### src/design/wvpd_pkg.sv
// ----------------------------------------------------------------------------
// wvpd_pkg
// Shared constants and types for the winding voltage to PWM duty converter.
// ----------------------------------------------------------------------------
`default_nettype none

package wvpd_pkg;

    // Default field widths.
    localparam int VOLT_BITS_DEF = 24;
    localparam int DUTY_BITS_DEF = 15;

    // Configuration register index width and reset values.
    localparam int CFG_INDEX_BITS   = 1;
    localparam int FULL_SCALE_RESET = 2000;
    localparam int MINIMUM_RESET    = 0;

    // Configuration register map.
    typedef enum logic [CFG_INDEX_BITS-1:0] {
        REG_FULL_SCALE = 1'b0,
        REG_MINIMUM    = 1'b1
    } cfg_reg_t;

endpackage : wvpd_pkg

`default_nettype wire

### src/design/wvpd_in_if.sv
// ----------------------------------------------------------------------------
// wvpd_in_if
// Input channel: voltage demand and measured bus voltage, valid/ready.
// ----------------------------------------------------------------------------
`default_nettype none

interface wvpd_in_if #(
    parameter int VOLT_BITS = wvpd_pkg::VOLT_BITS_DEF
);
    logic                        valid;
    logic                        ready;
    logic signed [VOLT_BITS-1:0] voltage_demand;
    logic        [VOLT_BITS-2:0] bus_voltage;

    modport source (output valid, output voltage_demand, output bus_voltage, input ready);
    modport sink   (input valid, input voltage_demand, input bus_voltage, output ready);
endinterface : wvpd_in_if

`default_nettype wire

### src/design/wvpd_out_if.sv
// ----------------------------------------------------------------------------
// wvpd_out_if
// Output channel: duty magnitude and drive direction, valid/ready.
// ----------------------------------------------------------------------------
`default_nettype none

interface wvpd_out_if #(
    parameter int DUTY_BITS = wvpd_pkg::DUTY_BITS_DEF
);
    logic                 valid;
    logic                 ready;
    logic [DUTY_BITS-1:0] duty_magnitude;
    logic                 reverse_drive;

    modport source (output valid, output duty_magnitude, output reverse_drive, input ready);
    modport sink   (input valid, input duty_magnitude, input reverse_drive, output ready);
endinterface : wvpd_out_if

`default_nettype wire

### src/design/wvpd_cfg_if.sv
// ----------------------------------------------------------------------------
// wvpd_cfg_if
// Configuration write channel: register index and write data, valid/ready.
// ----------------------------------------------------------------------------
`default_nettype none

interface wvpd_cfg_if #(
    parameter int DUTY_BITS = wvpd_pkg::DUTY_BITS_DEF
);
    logic                                valid;
    logic                                ready;
    logic [wvpd_pkg::CFG_INDEX_BITS-1:0] index;
    logic [DUTY_BITS-1:0]                data;

    modport source (output valid, output index, output data, input ready);
    modport sink   (input valid, input index, input data, output ready);
endinterface : wvpd_cfg_if

`default_nettype wire

### src/design/winding_voltage_to_pwm_duty.sv
// ----------------------------------------------------------------------------
// winding_voltage_to_pwm_duty
// Converts a signed winding voltage demand into an H-bridge PWM duty count
// and a drive direction, scaled against the measured DC bus voltage.
// ----------------------------------------------------------------------------
//
//  Channel  Role    Payload                                   Transfer
//  -------  ------  ----------------------------------------  ----------------
//  sample   sink    voltage_demand (s), bus_voltage (u)       valid && ready
//  duty     source  duty_magnitude, reverse_drive             valid && ready
//  cfg      sink    index, data                               valid && ready
//
//  The pipeline has one stage for the clamp, one for the multiply, one per
//  quotient bit of the restoring divider, and one for the output stage. One
//  transfer is taken per cycle while the duty channel does not stall.
//  Each stage holds its own valid bit, so bubbles close up under a stall and
//  nothing is dropped or repeated. Reset clears all valid bits and loads the
//  configuration defaults; no clearing pass is needed.
// ----------------------------------------------------------------------------
`default_nettype none

module winding_voltage_to_pwm_duty #(
    parameter int VOLT_BITS = wvpd_pkg::VOLT_BITS_DEF,
    parameter int DUTY_BITS = wvpd_pkg::DUTY_BITS_DEF
) (
    input  wire logic clk,
    input  wire logic rst_n,
    wvpd_in_if.sink   sample,
    wvpd_out_if.source duty,
    wvpd_cfg_if.sink  cfg
);
    localparam int PROD_W = VOLT_BITS + DUTY_BITS - 1;

    // Configuration registers. The user must write them only while the pipeline
    // is idle, since the stages read them live; the block does not enforce it.
    logic [DUTY_BITS-1:0] full_scale_reg;
    logic [DUTY_BITS-1:0] minimum_reg;

    assign cfg.ready = 1'b1;

    always_ff @(posedge clk or negedge rst_n)
    begin
        if (!rst_n)
        begin
            full_scale_reg <= DUTY_BITS'(wvpd_pkg::FULL_SCALE_RESET);
            minimum_reg    <= DUTY_BITS'(wvpd_pkg::MINIMUM_RESET);
        end
        else if (cfg.valid)
        begin
            case (wvpd_pkg::cfg_reg_t'(cfg.index))
                wvpd_pkg::REG_FULL_SCALE: full_scale_reg <= cfg.data;
                wvpd_pkg::REG_MINIMUM:    minimum_reg    <= cfg.data;
                default:                  ;
            endcase
        end
    end

    // Front end: clamp the demand magnitude to the bus, then multiply by the
    // full-scale count.
    logic              f_valid;
    logic              f_ready;
    logic [PROD_W-1:0] f_product;
    logic [VOLT_BITS-2:0] f_bus;
    logic              f_neg;
    logic              f_zero;

    wvpd_front #(
        .VOLT_BITS (VOLT_BITS),
        .DUTY_BITS (DUTY_BITS)
    ) u_front (
        .clk            (clk),
        .rst_n          (rst_n),
        .in_valid       (sample.valid),
        .in_ready       (sample.ready),
        .voltage_demand (sample.voltage_demand),
        .bus_voltage    (sample.bus_voltage),
        .full_scale     (full_scale_reg),
        .out_valid      (f_valid),
        .out_ready      (f_ready),
        .product        (f_product),
        .bus            (f_bus),
        .negative       (f_neg),
        .bus_zero       (f_zero)
    );

    // Divider chain. Since the clamped magnitude never exceeds the bus, the
    // quotient never exceeds the full-scale count, so the upper product bits
    // are already below the divisor and only DUTY_BITS steps are needed.
    logic                 d_valid [DUTY_BITS+1];
    logic                 d_ready [DUTY_BITS+1];
    logic [VOLT_BITS-2:0] d_rem   [DUTY_BITS+1];
    logic [DUTY_BITS-1:0] d_low   [DUTY_BITS+1];
    logic [DUTY_BITS-1:0] d_quot  [DUTY_BITS+1];
    logic [VOLT_BITS-2:0] d_bus   [DUTY_BITS+1];
    logic                 d_neg   [DUTY_BITS+1];
    logic                 d_zero  [DUTY_BITS+1];

    assign d_valid[0] = f_valid;
    assign f_ready    = d_ready[0];
    assign d_rem[0]   = f_product[PROD_W-1:DUTY_BITS];
    assign d_low[0]   = f_product[DUTY_BITS-1:0];
    assign d_quot[0]  = '0;
    assign d_bus[0]   = f_bus;
    assign d_neg[0]   = f_neg;
    assign d_zero[0]  = f_zero;

    for (genvar s = 0; s < DUTY_BITS; s++)
    begin : g_div
        wvpd_div_step #(
            .VOLT_BITS (VOLT_BITS),
            .DUTY_BITS (DUTY_BITS)
        ) u_step (
            .clk      (clk),
            .rst_n    (rst_n),
            .up_valid (d_valid[s]),
            .up_ready (d_ready[s]),
            .up_rem   (d_rem[s]),
            .up_low   (d_low[s]),
            .up_quot  (d_quot[s]),
            .up_bus   (d_bus[s]),
            .up_neg   (d_neg[s]),
            .up_zero  (d_zero[s]),
            .dn_valid (d_valid[s+1]),
            .dn_ready (d_ready[s+1]),
            .dn_rem   (d_rem[s+1]),
            .dn_low   (d_low[s+1]),
            .dn_quot  (d_quot[s+1]),
            .dn_bus   (d_bus[s+1]),
            .dn_neg   (d_neg[s+1]),
            .dn_zero  (d_zero[s+1])
        );
    end

    // The last step's remainder, leftover bits and divisor are not needed;
    // the output stage takes the quotient, sign and zero-bus flag.
    wvpd_back #(
        .DUTY_BITS (DUTY_BITS)
    ) u_back (
        .clk            (clk),
        .rst_n          (rst_n),
        .up_valid       (d_valid[DUTY_BITS]),
        .up_ready       (d_ready[DUTY_BITS]),
        .quotient       (d_quot[DUTY_BITS]),
        .negative       (d_neg[DUTY_BITS]),
        .bus_zero       (d_zero[DUTY_BITS]),
        .full_scale     (full_scale_reg),
        .minimum        (minimum_reg),
        .dn_valid       (duty.valid),
        .dn_ready       (duty.ready),
        .duty_magnitude (duty.duty_magnitude),
        .reverse_drive  (duty.reverse_drive)
    );

endmodule : winding_voltage_to_pwm_duty

`default_nettype wire

### src/design/wvpd_front.sv
// ----------------------------------------------------------------------------
// wvpd_front
// Two pipeline stages: magnitude and clamp of the demand, then the multiply
// by the full-scale duty count.
// ----------------------------------------------------------------------------
`default_nettype none

module wvpd_front #(
    parameter int VOLT_BITS = wvpd_pkg::VOLT_BITS_DEF,
    parameter int DUTY_BITS = wvpd_pkg::DUTY_BITS_DEF
) (
    input  wire logic                           clk,
    input  wire logic                           rst_n,
    input  wire logic                           in_valid,
    output logic                                in_ready,
    input  wire logic signed [VOLT_BITS-1:0]    voltage_demand,
    input  wire logic [VOLT_BITS-2:0]           bus_voltage,
    input  wire logic [DUTY_BITS-1:0]           full_scale,
    output logic                                out_valid,
    input  wire logic                           out_ready,
    output logic [VOLT_BITS+DUTY_BITS-2:0]      product,
    output logic [VOLT_BITS-2:0]                bus,
    output logic                                negative,
    output logic                                bus_zero
);
    localparam int PROD_W = VOLT_BITS + DUTY_BITS - 1;

    logic                 a_valid_reg;
    logic [VOLT_BITS-2:0] a_mag_reg;
    logic [VOLT_BITS-2:0] a_bus_reg;
    logic                 a_neg_reg;
    logic                 a_ready;

    logic                 b_valid_reg;
    logic [PROD_W-1:0]    b_prod_reg;
    logic [VOLT_BITS-2:0] b_bus_reg;
    logic                 b_neg_reg;
    logic                 b_zero_reg;
    logic                 b_ready;

    logic [VOLT_BITS-1:0] abs_demand;
    logic [VOLT_BITS-2:0] a_mag_next;
    logic [PROD_W-1:0]    b_prod_next;

    // The magnitude of the most negative demand still fits the unsigned width.
    always_comb
    begin
        if (voltage_demand[VOLT_BITS-1])
        begin
            abs_demand = VOLT_BITS'(-voltage_demand);
        end
        else
        begin
            abs_demand = VOLT_BITS'(voltage_demand);
        end
        if (abs_demand > {1'b0, bus_voltage})
        begin
            a_mag_next = bus_voltage;
        end
        else
        begin
            a_mag_next = abs_demand[VOLT_BITS-2:0];
        end
    end

    assign b_prod_next = PROD_W'(a_mag_reg) * PROD_W'(full_scale);

    assign a_ready  = !a_valid_reg || b_ready;
    assign b_ready  = !b_valid_reg || out_ready;
    assign in_ready = a_ready;

    always_ff @(posedge clk or negedge rst_n)
    begin
        if (!rst_n)
        begin
            a_valid_reg <= 1'b0;
            b_valid_reg <= 1'b0;
        end
        else
        begin
            if (a_ready)
            begin
                a_valid_reg <= in_valid;
            end
            if (b_ready)
            begin
                b_valid_reg <= a_valid_reg;
            end
        end
    end

    always_ff @(posedge clk)
    begin
        if (a_ready && in_valid)
        begin
            a_mag_reg <= a_mag_next;
            a_bus_reg <= bus_voltage;
            a_neg_reg <= voltage_demand[VOLT_BITS-1];
        end
        if (b_ready && a_valid_reg)
        begin
            b_prod_reg <= b_prod_next;
            b_bus_reg  <= a_bus_reg;
            b_neg_reg  <= a_neg_reg;
            b_zero_reg <= (a_bus_reg == '0);
        end
    end

    assign out_valid = b_valid_reg;
    assign product   = b_prod_reg;
    assign bus       = b_bus_reg;
    assign negative  = b_neg_reg;
    assign bus_zero  = b_zero_reg;

endmodule : wvpd_front

`default_nettype wire

### src/design/wvpd_div_step.sv
// ----------------------------------------------------------------------------
// wvpd_div_step
// One registered step of the restoring divider: develops one quotient bit.
// ----------------------------------------------------------------------------
`default_nettype none

module wvpd_div_step #(
    parameter int VOLT_BITS = wvpd_pkg::VOLT_BITS_DEF,
    parameter int DUTY_BITS = wvpd_pkg::DUTY_BITS_DEF
) (
    input  wire logic                 clk,
    input  wire logic                 rst_n,
    input  wire logic                 up_valid,
    output logic                      up_ready,
    input  wire logic [VOLT_BITS-2:0] up_rem,
    input  wire logic [DUTY_BITS-1:0] up_low,
    input  wire logic [DUTY_BITS-1:0] up_quot,
    input  wire logic [VOLT_BITS-2:0] up_bus,
    input  wire logic                 up_neg,
    input  wire logic                 up_zero,
    output logic                      dn_valid,
    input  wire logic                 dn_ready,
    output logic [VOLT_BITS-2:0]      dn_rem,
    output logic [DUTY_BITS-1:0]      dn_low,
    output logic [DUTY_BITS-1:0]      dn_quot,
    output logic [VOLT_BITS-2:0]      dn_bus,
    output logic                      dn_neg,
    output logic                      dn_zero
);
    logic                 valid_reg;
    logic [VOLT_BITS-2:0] rem_reg;
    logic [DUTY_BITS-1:0] low_reg;
    logic [DUTY_BITS-1:0] quot_reg;
    logic [VOLT_BITS-2:0] bus_reg;
    logic                 neg_reg;
    logic                 zero_reg;

    logic [VOLT_BITS-1:0] trial;
    logic [VOLT_BITS-1:0] diff;
    logic                 fits;
    logic [VOLT_BITS-2:0] rem_next;

    // The partial remainder stays below the divisor, so it keeps its width.
    assign trial    = {up_rem, up_low[DUTY_BITS-1]};
    assign diff     = trial - {1'b0, up_bus};
    assign fits     = (trial >= {1'b0, up_bus});
    assign rem_next = fits ? diff[VOLT_BITS-2:0] : trial[VOLT_BITS-2:0];

    assign up_ready = !valid_reg || dn_ready;

    always_ff @(posedge clk or negedge rst_n)
    begin
        if (!rst_n)
        begin
            valid_reg <= 1'b0;
        end
        else if (up_ready)
        begin
            valid_reg <= up_valid;
        end
    end

    always_ff @(posedge clk)
    begin
        if (up_ready && up_valid)
        begin
            rem_reg  <= rem_next;
            low_reg  <= {up_low[DUTY_BITS-2:0], 1'b0};
            quot_reg <= {up_quot[DUTY_BITS-2:0], fits};
            bus_reg  <= up_bus;
            neg_reg  <= up_neg;
            zero_reg <= up_zero;
        end
    end

    assign dn_valid = valid_reg;
    assign dn_rem   = rem_reg;
    assign dn_low   = low_reg;
    assign dn_quot  = quot_reg;
    assign dn_bus   = bus_reg;
    assign dn_neg   = neg_reg;
    assign dn_zero  = zero_reg;

endmodule : wvpd_div_step

`default_nettype wire

### src/design/wvpd_back.sv
// ----------------------------------------------------------------------------
// wvpd_back
// Output stage: zero-bus handling, saturation, direction and minimum duty.
// ----------------------------------------------------------------------------
`default_nettype none

module wvpd_back #(
    parameter int DUTY_BITS = wvpd_pkg::DUTY_BITS_DEF
) (
    input  wire logic                 clk,
    input  wire logic                 rst_n,
    input  wire logic                 up_valid,
    output logic                      up_ready,
    input  wire logic [DUTY_BITS-1:0] quotient,
    input  wire logic                 negative,
    input  wire logic                 bus_zero,
    input  wire logic [DUTY_BITS-1:0] full_scale,
    input  wire logic [DUTY_BITS-1:0] minimum,
    output logic                      dn_valid,
    input  wire logic                 dn_ready,
    output logic [DUTY_BITS-1:0]      duty_magnitude,
    output logic                      reverse_drive
);
    logic                 valid_reg;
    logic [DUTY_BITS-1:0] duty_reg;
    logic                 reverse_reg;

    logic [DUTY_BITS-1:0] raw_duty;
    logic [DUTY_BITS-1:0] sat_duty;
    logic [DUTY_BITS-1:0] duty_next;
    logic                 reverse_next;

    always_comb
    begin
        raw_duty     = bus_zero ? '0 : quotient;
        sat_duty     = (raw_duty > full_scale) ? full_scale : raw_duty;
        // A duty that truncates to zero always drives forward.
        reverse_next = negative && (sat_duty != '0);
        duty_next    = (sat_duty < minimum) ? minimum : sat_duty;
    end

    assign up_ready = !valid_reg || dn_ready;

    always_ff @(posedge clk or negedge rst_n)
    begin
        if (!rst_n)
        begin
            valid_reg <= 1'b0;
        end
        else if (up_ready)
        begin
            valid_reg <= up_valid;
        end
    end

    always_ff @(posedge clk)
    begin
        if (up_ready && up_valid)
        begin
            duty_reg    <= duty_next;
            reverse_reg <= reverse_next;
        end
    end

    assign dn_valid       = valid_reg;
    assign duty_magnitude = duty_reg;
    assign reverse_drive  = reverse_reg;

endmodule : wvpd_back

`default_nettype wire

### src/flat_wrapper.sv
// flat-port wrapper written by rule: the top's interface ports become plain ports
module winding_voltage_to_pwm_duty_flat 
#(
    parameter int VOLT_BITS = wvpd_pkg::VOLT_BITS_DEF,
    parameter int DUTY_BITS = wvpd_pkg::DUTY_BITS_DEF
)
  (clk, rst_n, sample_valid, sample_voltage_demand, sample_bus_voltage, sample_ready, duty_valid, duty_duty_magnitude, duty_reverse_drive, duty_ready, cfg_valid, cfg_index, cfg_data, cfg_ready);
  wvpd_in_if #(.VOLT_BITS(VOLT_BITS)) sample_i ();
  wvpd_out_if #(.DUTY_BITS(DUTY_BITS)) duty_i ();
  wvpd_cfg_if #(.DUTY_BITS(DUTY_BITS)) cfg_i ();
  input  wire logic clk;
  input  wire logic rst_n;
  input wire logic [$bits(sample_i.valid)-1:0] sample_valid;
  input wire logic [$bits(sample_i.voltage_demand)-1:0] sample_voltage_demand;
  input wire logic [$bits(sample_i.bus_voltage)-1:0] sample_bus_voltage;
  output wire logic [$bits(sample_i.ready)-1:0] sample_ready;
  output wire logic [$bits(duty_i.valid)-1:0] duty_valid;
  output wire logic [$bits(duty_i.duty_magnitude)-1:0] duty_duty_magnitude;
  output wire logic [$bits(duty_i.reverse_drive)-1:0] duty_reverse_drive;
  input wire logic [$bits(duty_i.ready)-1:0] duty_ready;
  input wire logic [$bits(cfg_i.valid)-1:0] cfg_valid;
  input wire logic [$bits(cfg_i.index)-1:0] cfg_index;
  input wire logic [$bits(cfg_i.data)-1:0] cfg_data;
  output wire logic [$bits(cfg_i.ready)-1:0] cfg_ready;
  assign sample_i.valid = sample_valid;
  assign sample_i.voltage_demand = sample_voltage_demand;
  assign sample_i.bus_voltage = sample_bus_voltage;
  assign sample_ready = sample_i.ready;
  assign duty_valid = duty_i.valid;
  assign duty_duty_magnitude = duty_i.duty_magnitude;
  assign duty_reverse_drive = duty_i.reverse_drive;
  assign duty_i.ready = duty_ready;
  assign cfg_i.valid = cfg_valid;
  assign cfg_i.index = cfg_index;
  assign cfg_i.data = cfg_data;
  assign cfg_ready = cfg_i.ready;
  winding_voltage_to_pwm_duty #(.VOLT_BITS(VOLT_BITS), .DUTY_BITS(DUTY_BITS)) u_core (.clk(clk), .rst_n(rst_n), .sample(sample_i), .duty(duty_i), .cfg(cfg_i));
endmodule
### config.mk
export PLATFORM = sky130hd
export DESIGN_NAME = winding_voltage_to_pwm_duty_flat
export DESIGN_NICKNAME = d
export VERILOG_FILES = /design/src/design/wvpd_pkg.sv /design/src/design/wvpd_in_if.sv /design/src/design/wvpd_out_if.sv /design/src/design/wvpd_cfg_if.sv /design/src/design/winding_voltage_to_pwm_duty.sv /design/src/design/wvpd_front.sv /design/src/design/wvpd_div_step.sv /design/src/design/wvpd_back.sv /design/src/flat_wrapper.sv
export SDC_FILE = /design/constraint.sdc
export NUM_CORES = 2
export LEC_CHECK = 0
export ABC_AREA = 1
export BUFFER_PORTS_ARGS = -buffer_cell sky130_fd_sc_hd__buf_2
export CELL_PAD_IN_SITES_DETAIL_PLACEMENT = 1
export CELL_PAD_IN_SITES_GLOBAL_PLACEMENT = 2
export CORE_MARGIN = 5
export CORE_UTILIZATION = 45
export DETAILED_ROUTE_END_ITERATION = 7
export PLACE_DENSITY_LB_ADDON = 0.1
export REMOVE_ABC_BUFFERS = 1
export SLEW_MARGIN = 10
export SYNTH_ARGS = -nofsm -noshare
export SYNTH_HDL_FRONTEND = slang
export SYNTH_SLANG_ARGS = --single-unit
### constraint.sdc
create_clock -name clk -period 10.53 [get_ports clk]
set_input_delay 2.106 -clock clk [delete_from_list [all_inputs] [get_ports clk]]
set_output_delay 2.106 -clock clk [all_outputs]
set_load 0.02 [all_outputs]
# Yosys cells after proc, flatten, opt, wreduce, memory -nomap -nowiden
# Cells that the tools add are included.
[op_classes]
addsub = 15
mul = 1
magnitude_cmp = 18
muxes = 19
n_bitwise = 1
reduce_logical = 59
[ops]
columns = ["cell", "n"]
rows = [
  [">= comparator 24 x 23 -> 1 bit", 15],
  ["2-to-1 mux 23 bit", 15],
  ["subtractor 23 bit", 14],
  ["2-to-1 mux 15 bit", 3],
  ["multiplier 23 x 15 -> 38 bit", 1],
  ["greater-than comparator 24 x 23 -> 1 bit", 1],
  ["2-to-1 mux 24 bit", 1],
  ["negator 24 bit", 1],
  ["logical NOT 23 bit", 1],
  ["logical AND 1 bit", 19],
  ["logical NOT 1 bit", 18],
  ["logical OR 1 bit", 18],
  ["greater-than comparator 15 bit", 1],
  ["< comparator 15 bit", 1],
  ["nonzero test 15 bit", 1],
  ["AND reduction 2 bit", 2],
  ["NOT 1 bit", 1],
]
[totals]
ff_bits = 1073
inputBits = 68

# Longest topological paths before layout
[depth]
word_depth = 20
ltp_mapped = 29

# Cells and area by module
# A second synthesis with hierarchy kept.
[hier_totals]
hier_cells = 10437
area_unflattened_um2 = 88249.6
[modules_own_cells]
columns = ["mod", "n_inst", "cells_per_inst", "area_per_inst_um2"]
rows = [
  ["wvpd_div_step (u_core.g_div[0].u_step ...)", 14, 530, 4545.6],
  ["wvpd_front", 1, 2066, 16869.9],
  ["wvpd_div_step (u_core.g_div[14].u_step)", 1, 531, 4594.4],
  ["wvpd_back", 1, 286, 1933.1],
  ["winding_voltage_to_pwm_duty", 1, 134, 1213.7],
]

# Least setup slack after synthesis
# No wires, ideal clock.
[synth_timing]
path_kind = "input-to-reg"
from = "in duty_ready"
to = "reg u_core.u_front.b_bus_reg[0], in the netlist u_core.u_front.bus[0], enable pin"
setup_time_ns = 0.505
arrival_time_ns = 5.847
required_ns = 10.025
slack_ns = 4.178
cell_stages = 12
path_buffers = 0
path_cell_list = "inv_1 > nand3_2 > nor2_2 > nand4_2 > nor2_2 > nand4_2 > nor2_4 > nand4_2 > nor2_2 > inv_2 > nor2_2 > a21oi_1"
[synth_via]
elab_chain_len = 18
[synth_rtl]
columns = ["element", "line", "source"]
rows = [
  ["start: declaration", "flat_wrapper.sv:20", "input wire logic [$bits(duty_i.ready)-1:0] duty_ready;"],
  ["logical OR 1 bit", "wvpd_back.sv:42", "assign up_ready = !valid_reg || dn_ready;"],
  ["logical OR 1 bit (15 in series)", "wvpd_div_step.sv:49", "assign up_ready = !valid_reg || dn_ready;"],
  ["logical OR 1 bit", "wvpd_front.sv:69", "assign b_ready = !b_valid_reg || out_ready;"],
  ["logical AND 1 bit", "wvpd_front.sv:100", "if (b_ready && a_valid_reg)"],
  ["end signal: assignment", "wvpd_front.sv:103", "b_bus_reg <= a_bus_reg;"],
  ["end: declaration", "wvpd_front.sv:36", "logic [VOLT_BITS-2:0] b_bus_reg;"],
]
# No other way between the ends.
# A chain may end at the register's enable or synchronous reset.

# Final worst setup path
[layout_timing]
from = "reg u_core.full_scale_reg[14]"
to = "reg u_core.u_front.b_prod_reg[33], in the netlist u_core.u_front.product[33] (data pin)"
[layout_via]
elab_chain_len = 1
[layout_rtl]
columns = ["element", "line", "source"]
rows = [
  ["start: declaration", "winding_voltage_to_pwm_duty.sv:36", "logic [DUTY_BITS-1:0] full_scale_reg;"],
  ["start signal: assignment", "winding_voltage_to_pwm_duty.sv:45", "full_scale_reg <= DUTY_BITS'(wvpd_pkg::FULL_SCALE_RESET);"],
  ["start signal: assignment", "winding_voltage_to_pwm_duty.sv:51", "wvpd_pkg::REG_FULL_SCALE: full_scale_reg <= cfg.data;"],
  ["multiplier 23 x 15 -> 38 bit", "wvpd_front.sv:66", "assign b_prod_next = PROD_W'(a_mag_reg) * PROD_W'(full_scale);"],
  ["via u_core.u_front.b_prod_next[33]", "wvpd_front.sv:43", "logic [PROD_W-1:0] b_prod_next;"],
  ["end signal: assignment", "wvpd_front.sv:102", "b_prod_reg <= b_prod_next;"],
  ["end: declaration", "wvpd_front.sv:35", "logic [PROD_W-1:0] b_prod_reg;"],
]
# The timed path passes the listed nets, and every way through them passes these cells.

==> flow_summary.json <==
{
  "yosys.cell_count.top_type": "nand2_1",
  "cts_tree": "built",
  "finalInstanceArea_um2": 75200,
  "diodes": 0,
  "clk_path_buf_depth": 3,
  "final_antenna_net_count": 0,
  "timing.rr.start": "u_core.full_scale_reg[14]",
  "final-setup-viol-count": 0,
  "place_area_um2": 71000,
  "routed-via-count": 48864,
  "whs_path_depth": 0,
  "h-tree-depth": 3,
  "synth.largest_area_cell": "edfxtp_1",
  "cts_buffers": 119,
  "min_to": "u_core.g_div[7].u_step.dn_quot[7]",
  "drt_iter0_markers": 2514,
  "syn-mean-instance-area_um2": 9.61,
  "wirelength_um": 187000,
  "grt_pass1_vias": 52377,
  "drc": 0,
  "rsz0062_at_grt": "no",
  "cp_slowest_cell": "dfrtp_1",
  "crit_required_ns": 11.01,
  "hold_viol": 0,
  "io_buffers": 85,
  "min_path_type": "flop to flop",
  "ys_ff_latch": 1073,
  "cp_top_family": "adder cells",
  "cp.depth": 21,
  "cp.arrival_ns": 7.17,
  "crit_type": "flop to flop",
  "gp_congestion": 0.878,
  "nFillCells": 17352,
  "final_util_pct": 49.5,
  "cts_setup_buffers": 0,
  "fin_crit_sh_pct": 63.5,
  "ios": 87,
  "crit_top_cell": "fa_1",
  "path_max_fanout": 26,
  "clock_latency_ns": 0.75,
  "ctsResizeCount": 0,
  "syn_to_final_growth_pct": 9.56,
  "synth_edf_count": 1025,
  "via_per_inst": 5.22,
  "synthCells": 7134,
  "grt_pass1_wl_um": 296000,
  "hpwl_um": 147000,
  "synth_common_cells": "nand2_1, inv_1, edfxtp_1, ha_1, a21oi_1",
  "cts_hold_buf": 0,
  "dieWidth_um": 400,
  "rr_endpoint": "u_core.u_front.product[33]",
  "grtUsageTotal_pct": 23.2,
  "synthFlopType": "edfxtp_1",
  "die_y_um": 400,
  "cpPeakStageDelay_ns": 1.02,
  "first_pass_iters": 6,
  "cap_violations": 0,
  "synth.area.top_cells": "edfxtp_1, ha_1, nand2_1",
  "rows": 143,
  "status": "completed",
  "final_nets": 8071,
  "synthDistinctLibCells": 61,
  "synthArstFlopShare_pct": 4.47,
  "min_from": "u_core.g_div[6].u_step.dn_quot[6]",
  "wire_per_inst_um": 20.0,
  "tightest_slew_ns": 1.11,
  "cts_root_buf": "clkbuf_16",
  "finalCriticalPeriod_ns": 6.69,
  "rr_worst_depth": 21,
  "crit_path_end_kind": "flop",
  "fin_setup_tns_ns": 0,
  "start_util_pct": 45.2,
  "grt_antenna_before_repair": 1,
  "drv_slew": 0,
  "drive_gt1_share_pct": 6.42,
  "yosys_warnings": 0,
  "die-area_um2": 160000,
  "clock_sinks": 1073,
  "slew_headroom_pct": 26.1,
  "gr-total-overflow": 0,
  "skew_ns": 0.0539,
  "path_cells": "nand2_1 -> fa_1 -> fa_1 -> inv_1 -> fa_1 -> fa_1 -> fa_1 -> inv_1 -> fa_1 -> inv_1 -> ha_1 -> a21oi_1 -> nor2_1 -> nor2_1 -> o21a_1 -> nand2_1 -> a21oi_1 -> o21ai_0 -> nand2_1 -> nand2_1 -> xor2_1",
  "grt_max_degree": 64,
  "clk_pin_slew_worst_paths_ns": 0.08,
  "synth_top_area_share_pct": 44.9,
  "yosysSeqAreaShare_pct": 46.6,
  "worst-path-buf-inv": 3,
  "syn_area_um2": 68600,
  "clock.fmax_ghz": 0.149,
  "start_kind": "flop",
  "whs_ns": 0.408,
  "r2r_slack_ns": 3.84,
  "core_um2": 152000
}
-- cells in the final DEF (no fill, tap or decap), types with 41 or more instances in the layout --
cell          n
a21o_1       41
ha_1        500
dfrtp_1      42
fa_1        285
clkbuf_16   119
xor2_1      152
buf_2        85
nand4_1      60
nand3_1     276
a21oi_1     373
nor3_1       54
o21ai_1     206
edfxtp_1   1025
or2_2        47
a31oi_1      51
o21ai_0     242
nor2_1      327
nand2_1    1649
inv_1      1218
xnor2_1     116
-- final cells by class --
type / instances / area (um^2) / area share, %
clock buffer: 143 / 3100 / 4.12
timing repair buffer: 110 / 613 / 0.816
multi-input combinational: 4669 / 31200 / 41.5
tap: 2030 / 2540 / 3.38
inverter: 1245 / 4670 / 6.22
sequential: 1073 / 32000 / 42.6
clock inverter: 83 / 1030 / 1.38
-- logic make-up after synthesis --
family	share of synthesized area, %
AOI/OAI and AO/OA	8.95
xor gates and xnor gates	3.42
adders and majority gates	17.4
buffers and inverters	7.99
DFF	46.6
other	0.00547
and+or+nand+nor	15.6
-- worst max path at each step --
| stage | end | start | slack (ns) |
|---|---|---|---|
| 2_1_floorplan | u_core.u_front.bus[0] | duty_ready | 4.18 |
| 3_3_place_gp | u_core.u_front.product[33] | u_core.full_scale_reg[14] | 3.96 |
| 3_5_place_dp | u_core.u_front.product[33] | u_core.full_scale_reg[14] | 3.84 |
| 4_1_cts | u_core.u_front.product[33] | u_core.full_scale_reg[14] | 3.79 |
| 5_1_grt | u_core.u_front.product[33] | u_core.full_scale_reg[14] | 3.46 |
| 6_report | u_core.u_front.product[33] | u_core.full_scale_reg[14] | 3.84 |
-- through the flow --
stage / instances / worst slack (ns)
6_report: 9353 / 3.84
5_1_grt: 9353 / 3.46
4_1_cts: 9353 / 3.79
3_5_place_dp: 9127 / 3.84
3_3_place_gp: 9127 / 3.96
2_1_floorplan: 6987 / 4.18
-- routing by layer --
metal	routed length (um)	global-route usage [%]	vias up
met3	4720	2.26	227
li1	-	-	23790
met2	95600	42.3	588
met1	82400	29.9	24257
met5	20	0	-
met4	4010	4.93	2
Power is left out: the tool's default activity adds up to more than one toggle a clock period on the data nets, which glitch-free logic cannot reach.
